--- src/hdl/pim_pkg.sv ---
`default_nettype none
package pim_pkg;

  localparam int unsigned WAIT_DEPTH_DEF    = 16;
  localparam int unsigned TASK_ID_BITS_DEF  = 8;
  localparam int unsigned PRIORITY_BITS_DEF = 5;

  localparam int unsigned STATUS_W = 3;

  localparam logic CMD_TAKE = 1'b0;
  localparam logic CMD_GIVE = 1'b1;

  typedef enum logic [STATUS_W-1:0] {
    ST_GRANTED   = 3'd0,
    ST_ALREADY   = 3'd1,
    ST_BLOCKED   = 3'd2,
    ST_WAIT_FULL = 3'd3,
    ST_IGNORED   = 3'd4,
    ST_FREED     = 3'd5,
    ST_HANDOVER  = 3'd6
  } status_e;

  typedef struct packed {
    logic capture;
    logic commit;
  } pim_cmd_t;

endpackage
`default_nettype wire

--- src/hdl/priority_inheritance_mutex.sv ---
// Priority-inheritance mutex with a FIFO of waiting tasks. Each input transaction is a take
// (tuser 0) or a give (tuser 1) from one task, and each yields exactly one output transaction
// whose tuser carries the status code. A transaction passes an accept step, which captures it and
// starts the read of the waiter FIFO head, and then a decide step, which updates the lock, since the
// waiter store is a RAM with a registered read port. A new transaction is accepted while the
// previous result waits in the output register; the decision cycle holds only while that
// register is still occupied. No clearing pass is needed after reset.
`default_nettype none
module priority_inheritance_mutex #(
  parameter int unsigned WAIT_DEPTH    = pim_pkg::WAIT_DEPTH_DEF,
  parameter int unsigned TASK_ID_BITS  = pim_pkg::TASK_ID_BITS_DEF,
  parameter int unsigned PRIORITY_BITS = pim_pkg::PRIORITY_BITS_DEF,
  localparam int unsigned IN_W  = ((TASK_ID_BITS + PRIORITY_BITS + 1 + 7) / 8) * 8,
  localparam int unsigned OUT_W = ((3 * PRIORITY_BITS + 2 * TASK_ID_BITS + 4 + 7) / 8) * 8
) (
  input  wire logic                         clk_i,
  input  wire logic                         rst_ni,
  input  wire logic                         s_axis_tvalid,
  output logic                              s_axis_tready,
  // Fields from bit 0: task_id, task_priority, owner_in_ready, zero fill.
  input  wire logic [IN_W-1:0]              s_axis_tdata,
  // Fields from bit 0: cmd.
  input  wire logic                         s_axis_tuser,
  output logic                              m_axis_tvalid,
  input  wire logic                         m_axis_tready,
  // Fields from bit 0: boost_owner, boosted_task, boosted_priority, move_owner_ready,
  // giver_priority, next_owner, next_owner_priority, requeue_giver, request_switch, zero fill.
  output logic      [OUT_W-1:0]             m_axis_tdata,
  // Fields from bit 0: status.
  output logic      [pim_pkg::STATUS_W-1:0] m_axis_tuser
);

  pim_pkg::pim_cmd_t cmd;

  pim_ctrl u_ctrl (
    .clk_i      (clk_i),
    .rst_ni     (rst_ni),
    .in_valid_i (s_axis_tvalid),
    .in_ready_o (s_axis_tready),
    .out_valid_o(m_axis_tvalid),
    .out_ready_i(m_axis_tready),
    .cmd_o      (cmd)
  );

  pim_datapath #(
    .WAIT_DEPTH   (WAIT_DEPTH),
    .TASK_ID_BITS (TASK_ID_BITS),
    .PRIORITY_BITS(PRIORITY_BITS),
    .IN_W         (IN_W),
    .OUT_W        (OUT_W)
  ) u_datapath (
    .clk_i     (clk_i),
    .rst_ni    (rst_ni),
    .cmd_i     (cmd),
    .in_user_i (s_axis_tuser),
    .in_data_i (s_axis_tdata),
    .out_user_o(m_axis_tuser),
    .out_data_o(m_axis_tdata)
  );

endmodule
`default_nettype wire

--- src/hdl/pim_ram.sv ---
`default_nettype none
module pim_ram #(
  parameter int unsigned WIDTH = 8,
  parameter int unsigned DEPTH = 16
) (
  input  wire logic                     clk_i,
  input  wire logic                     we_i,
  input  wire logic [$clog2(DEPTH)-1:0] waddr_i,
  input  wire logic [WIDTH-1:0]         wdata_i,
  input  wire logic                     re_i,
  input  wire logic [$clog2(DEPTH)-1:0] raddr_i,
  output logic      [WIDTH-1:0]         rdata_o
);

  logic [WIDTH-1:0] mem_q [DEPTH];
  logic [WIDTH-1:0] rdata_q;

  always_ff @(posedge clk_i) begin
    if (we_i) begin
      mem_q[waddr_i] <= wdata_i;
    end
    if (re_i) begin
      rdata_q <= mem_q[raddr_i];
    end
  end

  assign rdata_o = rdata_q;

endmodule
`default_nettype wire

--- src/hdl/pim_datapath.sv ---
`default_nettype none
module pim_datapath #(
  parameter int unsigned WAIT_DEPTH    = pim_pkg::WAIT_DEPTH_DEF,
  parameter int unsigned TASK_ID_BITS  = pim_pkg::TASK_ID_BITS_DEF,
  parameter int unsigned PRIORITY_BITS = pim_pkg::PRIORITY_BITS_DEF,
  parameter int unsigned IN_W          = 16,
  parameter int unsigned OUT_W         = 40
) (
  input  wire logic                           clk_i,
  input  wire logic                           rst_ni,
  input  wire pim_pkg::pim_cmd_t              cmd_i,
  input  wire logic                           in_user_i,
  input  wire logic [IN_W-1:0]                in_data_i,
  output logic      [pim_pkg::STATUS_W-1:0]   out_user_o,
  output logic      [OUT_W-1:0]             out_data_o
);

  localparam int unsigned IB    = TASK_ID_BITS;
  localparam int unsigned PB    = PRIORITY_BITS;
  localparam int unsigned PTR_W = $clog2(WAIT_DEPTH);
  localparam int unsigned CNT_W = $clog2(WAIT_DEPTH + 1);
  localparam int unsigned ENT_W = IB + PB;
  localparam logic [PTR_W-1:0] LAST_PTR = PTR_W'(WAIT_DEPTH - 1);
  localparam logic [CNT_W-1:0] FULL_CNT = CNT_W'(WAIT_DEPTH);

  logic            cmd_q;
  logic [IB-1:0]   id_q;
  logic [PB-1:0]   pri_q;
  logic            rdy_q;

  logic [IB-1:0]    owner_q, owner_d;
  logic [PB-1:0]    base_q, base_d;
  logic [PB-1:0]    live_q, live_d;
  logic [PTR_W-1:0] head_q, head_d;
  logic [PTR_W-1:0] tail_q, tail_d;
  logic [CNT_W-1:0] count_q, count_d;

  logic [pim_pkg::STATUS_W-1:0] status_q;
  logic [OUT_W-1:0]             data_q;

  logic [ENT_W-1:0] rd_ent;
  logic [IB-1:0]    head_id;
  logic [PB-1:0]    head_pri;
  logic             enq;

  pim_pkg::status_e st;
  logic          boost, move, requeue, sw;
  logic [IB-1:0] btask, nown;
  logic [PB-1:0] bpri, giver, npri;

  pim_ram #(
    .WIDTH(ENT_W),
    .DEPTH(WAIT_DEPTH)
  ) u_wait_ram (
    .clk_i  (clk_i),
    .we_i   (enq),
    .waddr_i(tail_q),
    .wdata_i({pri_q, id_q}),
    .re_i   (cmd_i.capture),
    .raddr_i(head_q),
    .rdata_o(rd_ent)
  );

  assign head_id  = rd_ent[IB-1:0];
  assign head_pri = rd_ent[IB +: PB];

  always_comb begin
    st      = pim_pkg::ST_IGNORED;
    boost   = 1'b0;
    btask   = '0;
    bpri    = '0;
    move    = 1'b0;
    giver   = '0;
    nown    = '0;
    npri    = '0;
    requeue = 1'b0;
    sw      = 1'b0;
    enq     = 1'b0;
    owner_d = owner_q;
    base_d  = base_q;
    live_d  = live_q;
    head_d  = head_q;
    tail_d  = tail_q;
    count_d = count_q;
    if (id_q != '0) begin
      if (cmd_q == pim_pkg::CMD_TAKE) begin
        if (owner_q == '0) begin
          owner_d = id_q;
          base_d  = pri_q;
          live_d  = pri_q;
          st      = pim_pkg::ST_GRANTED;
        end else if (owner_q == id_q) begin
          st = pim_pkg::ST_ALREADY;
        end else if (count_q >= FULL_CNT) begin
          st = pim_pkg::ST_WAIT_FULL;
        end else begin
          if (pri_q < live_q) begin
            live_d = pri_q;
            boost  = 1'b1;
            btask  = owner_q;
            bpri   = pri_q;
            move   = rdy_q;
          end
          enq     = cmd_i.commit;
          tail_d  = (tail_q == LAST_PTR) ? '0 : tail_q + PTR_W'(1);
          count_d = count_q + CNT_W'(1);
          st      = pim_pkg::ST_BLOCKED;
          sw      = 1'b1;
        end
      end else if (owner_q == id_q) begin
        giver = base_q;
        if (count_q != '0) begin
          head_d  = (head_q == LAST_PTR) ? '0 : head_q + PTR_W'(1);
          count_d = count_q - CNT_W'(1);
          owner_d = head_id;
          base_d  = head_pri;
          live_d  = head_pri;
          st      = pim_pkg::ST_HANDOVER;
          nown    = head_id;
          npri    = head_pri;
          if (head_pri < base_q) begin
            requeue = 1'b1;
            sw      = 1'b1;
          end
        end else begin
          owner_d = '0;
          st      = pim_pkg::ST_FREED;
        end
      end
    end
  end

  always_ff @(posedge clk_i or negedge rst_ni) begin
    if (!rst_ni) begin
      owner_q <= '0;
      base_q  <= '0;
      live_q  <= '0;
      head_q  <= '0;
      tail_q  <= '0;
      count_q <= '0;
    end else if (cmd_i.commit) begin
      owner_q <= owner_d;
      base_q  <= base_d;
      live_q  <= live_d;
      head_q  <= head_d;
      tail_q  <= tail_d;
      count_q <= count_d;
    end
  end

  always_ff @(posedge clk_i) begin
    if (cmd_i.capture) begin
      cmd_q <= in_user_i;
      id_q  <= in_data_i[IB-1:0];
      pri_q <= in_data_i[IB +: PB];
      rdy_q <= in_data_i[IB + PB];
    end
    if (cmd_i.commit) begin
      status_q <= st;
      data_q   <= OUT_W'({sw, requeue, npri, nown, giver, move, bpri, btask, boost});
    end
  end

  assign out_user_o = status_q;
  assign out_data_o = data_q;

  // Waiters are only queued behind a live owner, so a free lock has no waiters.
  a_free_no_waiters: assert property (@(posedge clk_i) disable iff (!rst_ni)
    (owner_q == '0) |-> (count_q == '0))
    else $error("free lock with queued waiters");

  a_count_bound: assert property (@(posedge clk_i) disable iff (!rst_ni)
    count_q <= FULL_CNT)
    else $error("waiter count beyond depth");

  a_empty_ptrs: assert property (@(posedge clk_i) disable iff (!rst_ni)
    (count_q == '0) |-> (head_q == tail_q))
    else $error("empty queue with unequal pointers");

  a_enq_count: assert property (@(posedge clk_i) disable iff (!rst_ni)
    enq |=> (count_q == $past(count_q) + CNT_W'(1)))
    else $error("enqueue did not advance the count");

endmodule
`default_nettype wire

--- src/hdl/pim_ctrl.sv ---
`default_nettype none
module pim_ctrl (
  input  wire logic              clk_i,
  input  wire logic              rst_ni,
  input  wire logic              in_valid_i,
  output logic                   in_ready_o,
  output logic                   out_valid_o,
  input  wire logic              out_ready_i,
  output pim_pkg::pim_cmd_t      cmd_o
);

  typedef enum logic {
    S_IDLE,
    S_EXEC
  } state_e;

  state_e state_q;
  logic   out_valid_q;
  logic   commit;
  logic   capture;

  assign capture = (state_q == S_IDLE) && in_valid_i;
  assign commit  = (state_q == S_EXEC) && (!out_valid_q || out_ready_i);

  always_ff @(posedge clk_i or negedge rst_ni) begin
    if (!rst_ni) begin
      state_q     <= S_IDLE;
      out_valid_q <= 1'b0;
    end else begin
      case (state_q)
        S_IDLE: begin
          if (capture) begin
            state_q <= S_EXEC;
          end
        end
        S_EXEC: begin
          if (commit) begin
            state_q <= S_IDLE;
          end
        end
        default: begin
          state_q <= S_IDLE;
        end
      endcase
      if (commit) begin
        out_valid_q <= 1'b1;
      end else if (out_ready_i) begin
        out_valid_q <= 1'b0;
      end
    end
  end

  assign in_ready_o    = (state_q == S_IDLE);
  assign out_valid_o   = out_valid_q;
  assign cmd_o.capture = capture;
  assign cmd_o.commit  = commit;

endmodule
`default_nettype wire
--- config.mk ---
export PLATFORM = sky130hd
export DESIGN_NAME = priority_inheritance_mutex
export DESIGN_NICKNAME = d
export VERILOG_FILES = /design/src/hdl/pim_pkg.sv /design/src/hdl/priority_inheritance_mutex.sv /design/src/hdl/pim_ram.sv /design/src/hdl/pim_datapath.sv /design/src/hdl/pim_ctrl.sv
export SDC_FILE = /design/constraint.sdc
export NUM_CORES = 1
export LEC_CHECK = 0
export BUFFER_PORTS_ARGS = -buffer_cell sky130_fd_sc_hd__buf_4
export CAP_MARGIN = 20
export CORE_UTILIZATION = 35
export DETAILED_ROUTE_END_ITERATION = 10
export PLACE_DENSITY_LB_ADDON = 0.1
export SLEW_MARGIN = 10
export SYNTH_ARGS = -nofsm -noshare
export SYNTH_HDL_FRONTEND = slang
export SYNTH_SLANG_ARGS = --single-unit
--- constraint.sdc ---
create_clock -name clk_i -period 7.7 [get_ports clk_i]
set_input_delay 0 -clock clk_i [delete_from_list [all_inputs] [get_ports clk_i]]
set_output_delay 0 -clock clk_i [all_outputs]
set_load 0.02 [all_outputs]
==> parameters.txt, run 1 <==
Parameter                              Value

Run status
  Status    finished with violations
  Violated checks    negative hold slack

Route
  Via Count    roughly 6600
  First-iteration detailed-routing DRC count    between 500 and 600
  DR pass1 iterations    5
  Detailed Route WL    between 20 and 30 mm
  Vias per Instance    5.06
  Antenna Nets Post-Route    0
  Routed len/inst    ~22 um
  Number of remaining DRC errors    0

Synthesis
  Yosys cell types    59
  Post-Synth Adder-Cell Area    about 1.8%
  Yosys warning total    0
  Post-synthesis async set-or-reset flop share    between 10% and 20%
  Post-synthesis sequential element count    307
  Top cells by instance count after synthesis    274 x sky130_fd_sc_hd__edfxtp_1, 40 x sky130_fd_sc_hd__mux2i_1, 37 x sky130_fd_sc_hd__o21ai_0
  Synthesized-area fraction occupied by and/or/nand/nor cells    between 5 and 6%
  Synth top area share    roughly two thirds
  Compound-cell area share of the yosys netlist    under 10%
  Prevailing post-synth register cell    sky130_fd_sc_hd__edfxtp_1
  Largest family of logic cells by synthesized area    multiplexers
  Mapped Cells    ~730
  Count of flip-flops with a built-in enable after synthesis    roughly 270
  Largest cells by area after synthesis    sky130_fd_sc_hd__edfxtp_1 66%, sky130_fd_sc_hd__dfrtp_1 6.6%, sky130_fd_sc_hd__mux4_2 4.7%, sky130_fd_sc_hd__mux2i_1 3.2%, sky130_fd_sc_hd__mux2_2 2.1%
  Synthesized cell area    12500 um^2
  Xor-xnor portion of the synthesized cell area    under 10%
  Average cell area after synthesis    about 17 um^2
  Sequential-to-total area share from yosys stat    between 70% and 80%
  Biggest area consumer among synthesized cells    sky130_fd_sc_hd__edfxtp_1
  Cell with the most instances after synthesis    sky130_fd_sc_hd__edfxtp_1
  Post-synthesis mux area share    11.0%

Finish
  Fraction of layout cells with a size suffix above 1    about a quarter
  Final standard cell count with taps included and fillers excluded    between 1000 and 1500
  Net count of the finished layout    865
  Sequential cell area    roughly 9100 um^2
  Post-route cell area    14800 um^2
  Number of diodes    0
  Area occupied by multi-input gates    3240 um^2
  Utilization after layout    42.4%
  Filler Cell Count    slightly above 3000
  Area growth from synthesis to layout    18.2%

Timing
  Remaining max-slew budget at the tightest pin    between 30% and 40%
  Part of the cycle the worst path needs    around 48%
  Slew Limit Fails    0
  Worst hold slack    -0.00561 ns
  Number of hold-slack violations in the final timing report    4
  Setup Viol. Count Final    0
  Maximum achievable frequency    272 MHz
  Total negative setup slack    0 ns
  Crit path time final    between 3 and 4 ns
  Setup repair after global routing missed its margin    false
  Post-route clock skew    between 0.02 and 0.025 ns
  Worst slew pin tran    around 1 ns

Critical path
  Critical path data required time    around 8 ns
  Worst setup path class    flop to flop
  Worst flop-to-flop path endpoint    u_datapath.u_wait_ram.mem_q[7][2]
  Worst setup SP type    flop
  Worst r2r src    u_datapath.id_q[0]
  Highest fanout seen on the critical path    21
  Kind of end point of the critical path    flop
  Setup slack of the most critical reg-to-reg path    4.02 ns
  Data arrival time of the worst path    between 3 and 4 ns
  Number of cell instances on the worst register-to-register path    7

CTS
  Number of clock sinks    307
  Post-cts resize count    0
  Clock edge transition at the registers on the reported setup and hold paths    0.05 ns
  TritonCTS clock tree    built
  Maximum count of clock buffers along a single path    3
  Number of buffers added by the clock tree synthesis step    34
  Setup Fix Bufs, Post-CTS    0
  Clock latency reported for the late side of the worst-skew pair    approximately 0.50 ns
  H-tree depth reported by CTS    2
  Hold Buf Count CTS    17
  Library cell used as clock root buffer    sky130_fd_sc_hd__clkbuf_16

Pwr
  Combinational power share    between 10 and 15%
  Pwr dens    291 nW/um^2
  Reported net switching power    roughly 1100 uW
  Fraction of power consumed by sequential logic    between 40% and 50%
  Share of power burned in the clock network    between 30% and 40%
  Switching part of the total    between 20 and 30%
  Pint    3190 uW
  Leakage    around 0.0051 uW
  Highest ir drop seen on vdd    between 150 and 200 uV

Floorplanning
  Number of top-level pins    66
  Starting density of the core    a little over a third
  Number of rows in the core area    ~70
  Core Region    approximately 35000 um^2
  Die height    about 190 um
  Die Wd    around 190 um
  Die Outline Area    about 37000 um^2

Place
  Weighted congestion at the end of routability-driven global placement    approximately 0.8
  Count of placed standard cells including taps    between 1000 and 1500
  Placed inst area    13500 um^2
  Placed wire-length estimate after detailed placement    18.6 mm
  Port buffer count    between 50 and 60

Min path
  Worst min path class    input pin to asynchronous set/reset pin

Global routing
  Largest net degree at the start of global routing    between 50 and 60
  Total GRT Usage    16.3%
  Number of antenna violations at the first check in global routing    0
  First-pass GRT wire length    43.4 mm
  GRT Residual Overflow    0
  Number of global-route vias before repair    ~6700

Run
  Max Cap Viol    0
==> cell type report <==
| class | instances | area share (%) |
|---|---|---|
| flip-flops and latches | 307 | 61.2 |
| clock buffers | 43 | 6.26 |
| clock inverters | 16 | 0.837 |
| inverters | 15 | 0.381 |
| repair buffers | 100 | 5.50 |
| multi-input cells | 369 | 21.9 |
| well taps | 455 | 3.85 |
==> logic make-up after synthesis <==
logic type | Yosys count
flip-flops | 307
AND/OR/NAND/NOR | 123
AO/OA/AOI/OAI | 111
multiplexers | 98
buffers and inverters | 53
adder cells (fa/ha/maj) | 17
XOR/XNOR | 15
other | 1
==> flip-flops by register name, indices dropped and copies added (netlist names), 5 cells and up <==
| register | flops |
|---|---|
| u_datapath.count_q | 5 |
| u_datapath.out_data_o | 35 |
| u_datapath.u_wait_ram.mem_q | 208 |
| u_datapath.base_q | 5 |
| u_datapath.id_q | 8 |
| u_datapath.live_q | 5 |
| u_datapath.owner_q | 8 |
| u_datapath.pri_q | 5 |
| u_datapath.u_wait_ram.rdata_o | 13 |
==> worst max path at each step <==
stage,from,endpoint,slack [ns]
finish,u_datapath.id_q[0],u_datapath.u_wait_ram.mem_q[7][2],4.02
global route,u_datapath.id_q[6],u_datapath.u_wait_ram.mem_q[7][2],3.74
CTS,u_datapath.id_q[0],u_datapath.u_wait_ram.mem_q[7][2],4.04
detailed placement,u_datapath.id_q[0],u_datapath.u_wait_ram.mem_q[7][6],4.08
global placement,u_datapath.id_q[0],u_datapath.u_wait_ram.mem_q[7][1],3.75
floorplan,u_ctrl.out_valid_o,u_datapath.u_wait_ram.mem_q[3][0],4.07
==> stage by stage <==
step | hold WS [ns] | setup WS, ns | total power (uW)
after CTS | 0.0111 | 4.04 | 4360
after floorplan | -0.296 | 4.07 | 2580
after detailed placement | -0.000360 | 4.08 | 2810
after global placement | -0.00555 | 3.75 | 2780
after global routing | 0.0302 | 3.74 | 4490
final | -0.00561 | 4.02 | 4300
==> layer usage <==
metal | track usage [%] | routed length [um] | up-vias
li1 | - | - | 3033
met1 | 23.7 | 14000 | 3396
met2 | 25.5 | 13500 | 136
met3 | 2.64 | 1080 | 38
met4 | 3.91 | 474 | 0
met5 | 0 | 0 | -
==> power by group through the flow <==
stage               Clock (uW)  Combinational, uW  Sequential (uW)
CTS                       1570                649             2130
floorplan                    0                465             2120
detailed placement           0                639             2170
finish                    1530                637             2130
global route              1630                709             2150
global placement             0                624             2150
==> critical path, stage by stage (launching register included) <==
cell and delay, ns:
sky130_fd_sc_hd__edfxtp_1 0.94, sky130_fd_sc_hd__nor4_1 0.18, sky130_fd_sc_hd__nand2_1 0.58, sky130_fd_sc_hd__nand2_1 0.22, sky130_fd_sc_hd__nor3_4 0.43, sky130_fd_sc_hd__nand2_1 0.26, sky130_fd_sc_hd__nor2_1 0.44, sky130_fd_sc_hd__buf_4 0.29
==> placed cells by master (no fill, tap or decap), drive strengths merged, types with 3 or more instances in the layout <==
cell | netlist | routed
nor3 | 6 | 6
dlygate4sd3 | 0 | 17
conb | 1 | 5
nor4 | 6 | 6
nor2 | 18 | 18
nand2b | 6 | 6
mux4 | 26 | 26
and3 | 13 | 13
a22oi | 23 | 23
buf | 22 | 83
a21oi | 20 | 20
nor2b | 3 | 3
inv | 15 | 16
a221oi | 13 | 13
nand2 | 38 | 38
o21ai | 40 | 40
ha | 16 | 16
mux2 | 32 | 32
clkinv | 0 | 13
and4 | 5 | 5
nand3 | 5 | 5
and2 | 19 | 19
clkbuf | 16 | 43
dfrtp | 33 | 33
xnor2 | 15 | 15
edfxtp | 274 | 274
a21o | 6 | 6
mux2i | 40 | 40
Power figures use the tool's default switching activity.
==> inputs of run 2 (changes only) <==
clock period = 3.4 ns   (was 7.7 ns; I/O delays follow)
==> parameters.txt, run 2 (synthesis results as in run 1) <==
Parameter                              Value

Timing
  Slew Limit Fails    0 (unchanged)
  Number of hold-slack violations in the final timing report    0 (-4)
  Total negative setup slack    0 ns (unchanged)
  Remaining max-slew budget at the tightest pin    29.0% (-4.2 points)
  Worst slew pin tran    1.05 ns (+0.0517 ns)
  Maximum achievable frequency    336 MHz (+24%)
  Part of the cycle the worst path needs    87.5% (+40 points)
  Setup repair after global routing missed its margin    false
  Setup Viol. Count Final    0 (unchanged)
  Crit path time final    2.98 ns (-0.706 ns)
  Post-route clock skew    0.0171 ns (-0.00697 ns)
  Final worst-path setup slack    0.424 ns (-3.59 ns)

Place
  Weighted congestion at the end of routability-driven global placement    0.773 (-4.1%)
  Pre-CTS setup slack    0.460 ns (-3.62 ns)
  Port buffer count    58 (unchanged)
  Placed inst area    13700 um^2 (+1.3%)
  Placed wire-length estimate after detailed placement    19.1 mm (+2.7%)

CTS
  Hold Buf Count CTS    17 (unchanged)
  H-tree depth reported by CTS    2 (unchanged)
  Setup Fix Bufs, Post-CTS    0 (unchanged)
  Number of buffers added by the clock tree synthesis step    34 (unchanged)
  TritonCTS clock tree    built
  Clock edge transition at the registers on the reported setup and hold paths    0.06 ns (about the same)
  Library cell used as clock root buffer    sky130_fd_sc_hd__clkbuf_16
  Number of clock sinks    307 (unchanged)
  Post-cts resize count    0 (unchanged)
  Clock latency reported for the late side of the worst-skew pair    0.51 ns (about the same)
  Maximum count of clock buffers along a single path    3 (unchanged)

Finish
  Area growth from synthesis to layout    19.9%
  Max reg flops    208 (unchanged)
  Post-route cell area    15000 um^2 (+1.4%)
  Fraction of layout cells with a size suffix above 1    26.9% (+1.6 points)
  Net count of the finished layout    882 (+2.0%)
  Commonest cells after routing, fill and taps aside    274 x sky130_fd_sc_hd__edfxtp_1, 97 x sky130_fd_sc_hd__buf_4, 40 x sky130_fd_sc_hd__mux2i_1
  Largest register by flop count    u_datapath.u_wait_ram.mem_q
  Leading cell type in the layout, fill and taps excluded    sky130_fd_sc_hd__edfxtp_1
  Number of diodes    0 (unchanged)

Critical path
  Critical path data required time    3.59 ns (-4.29 ns)
  Kind of end point of the critical path    flop
  Worst setup SP type    flop
  Setup slack of the most critical reg-to-reg path    0.42 ns (-3.59 ns)
  Critical path, cell by cell    xnor2_1, nand4_2, o21ai_2, nor3_4, nand2_1, nor3_2, buf_4
  Highest fanout seen on the critical path    19 (-9.5%)
  Number of cell instances on the worst register-to-register path    7 (unchanged)
  Worst setup path class    flop to flop
  Buffers & Inverters on Critical Path    1 (unchanged)
  Worst r2r src    u_datapath.id_q[0]
  Top Family by Delay on Critical Path    simple AND/OR/NAND/NOR gates
  Worst flop-to-flop path endpoint    u_datapath.u_wait_ram.mem_q[2][7]
  Peak per-stage delay on the critical path    0.78 ns (-0.16 ns)
  Cell at the slowest stage of the critical path    sky130_fd_sc_hd__edfxtp_1
  Data arrival time of the worst path    3.17 ns (-0.70 ns)

Route
  Detailed Route WL    29.6 mm (+1.9%)
  First-iteration detailed-routing DRC count    436 (-17%)
  Number of remaining DRC errors    0 (unchanged)
  Antenna Nets Post-Route    0 (unchanged)
  Via Count    6694 (+1.4%)
  Routed len/inst    22.4 um (+0.46%)
  Vias per Instance    5.06 (about the same)
  DR pass1 iterations    5 (unchanged)

Global routing
  First-pass GRT wire length    44.4 mm (+2.4%)
  Total GRT Usage    16.8% (+0.43 points)
  Number of antenna violations at the first check in global routing    0 (unchanged)
  Number of global-route vias before repair    7021 (+5.0%)
  Largest net degree at the start of global routing    40 (-23%)
  GRT Residual Overflow    0 (unchanged)

Floorplanning
  Starting density of the core    35.9% (unchanged)
  Die Outline Area    36500 um^2 (unchanged)
  Number of top-level pins    66 (unchanged)
  Number of rows in the core area    68 (unchanged)
  Die Wd    191 um (unchanged)
  Core Region    34900 um^2 (unchanged)
  Die height    191 um (unchanged)

Pwr
  Total power consumption of the routed design    9900 uW (+130%)
  Highest ir drop seen on vdd    343 uV (+90%)
  Leakage    0.00524 uW (+2.1%)
  Pwr dens    660 nW/um^2 (+130%)

Run
  Max Cap Viol    0 (unchanged)

Run status
  Status    finished clean

Min path
  Worst min path class    input pin to asynchronous set/reset pin
==> run 2: report_power, final <==
part	switching [uW]	leakage [uW]	total, uW	internal, uW
Combinational	827	0.00179	1520	692
Clock	1400	0.000537	3590	2200
Sequential	315	0.00291	4790	4470
Total	2540	0.00524	9900	7360
==> run 2: stage by stage <==
| stage | hold slack [ns] | cells | util, % |
|---|---|---|---|
| after floorplan | -0.296 | 729 | - |
| after global placement | -0.000395 | 1245 | 39.3 |
| after detailed placement | 0.0104 | 1246 | 39.3 |
| after CTS | 0.0217 | 1324 | 43.0 |
| after global routing | 0.0439 | 1324 | 43.0 |
| final | 0.0131 | 1324 | 43.0 |
==> run 2: how the worst max path moves through the flow <==
stage / start / end / depth (start not counted)
2_1_floorplan: u_ctrl.out_valid_o / u_datapath.u_wait_ram.mem_q[2][0] / 6
4_1_cts: u_datapath.id_q[0] / u_datapath.u_wait_ram.mem_q[2][5] / 7
5_1_grt: u_datapath.id_q[0] / u_datapath.u_wait_ram.mem_q[2][5] / 7
6_report: u_datapath.id_q[0] / u_datapath.u_wait_ram.mem_q[2][7] / 7
3_3_place_gp: u_datapath.id_q[0] / u_datapath.u_wait_ram.mem_q[3][4] / 7
3_5_place_dp: u_datapath.id_q[0] / u_datapath.u_wait_ram.mem_q[2][4] / 7
==> run 2: final cells by class <==
cell class | instances | area [um^2]
Clock inverter | 11 | 101
Sequential cell | 307 | 9060
Tap cell | 455 | 569
Inverter | 15 | 56.3
Multi-Input combinational cell | 369 | 3250
Clock buffer | 50 | 1000
Fill cell | 3128 | 19900
Timing Repair Buffer | 117 | 953
==> run 2: metal layers <==
layer,global-route usage (%),share of wire [%]
met4,4.33,2.0
met2,26.5,46
met1,24.2,48
met3,2.44,3.9
met5,0,0
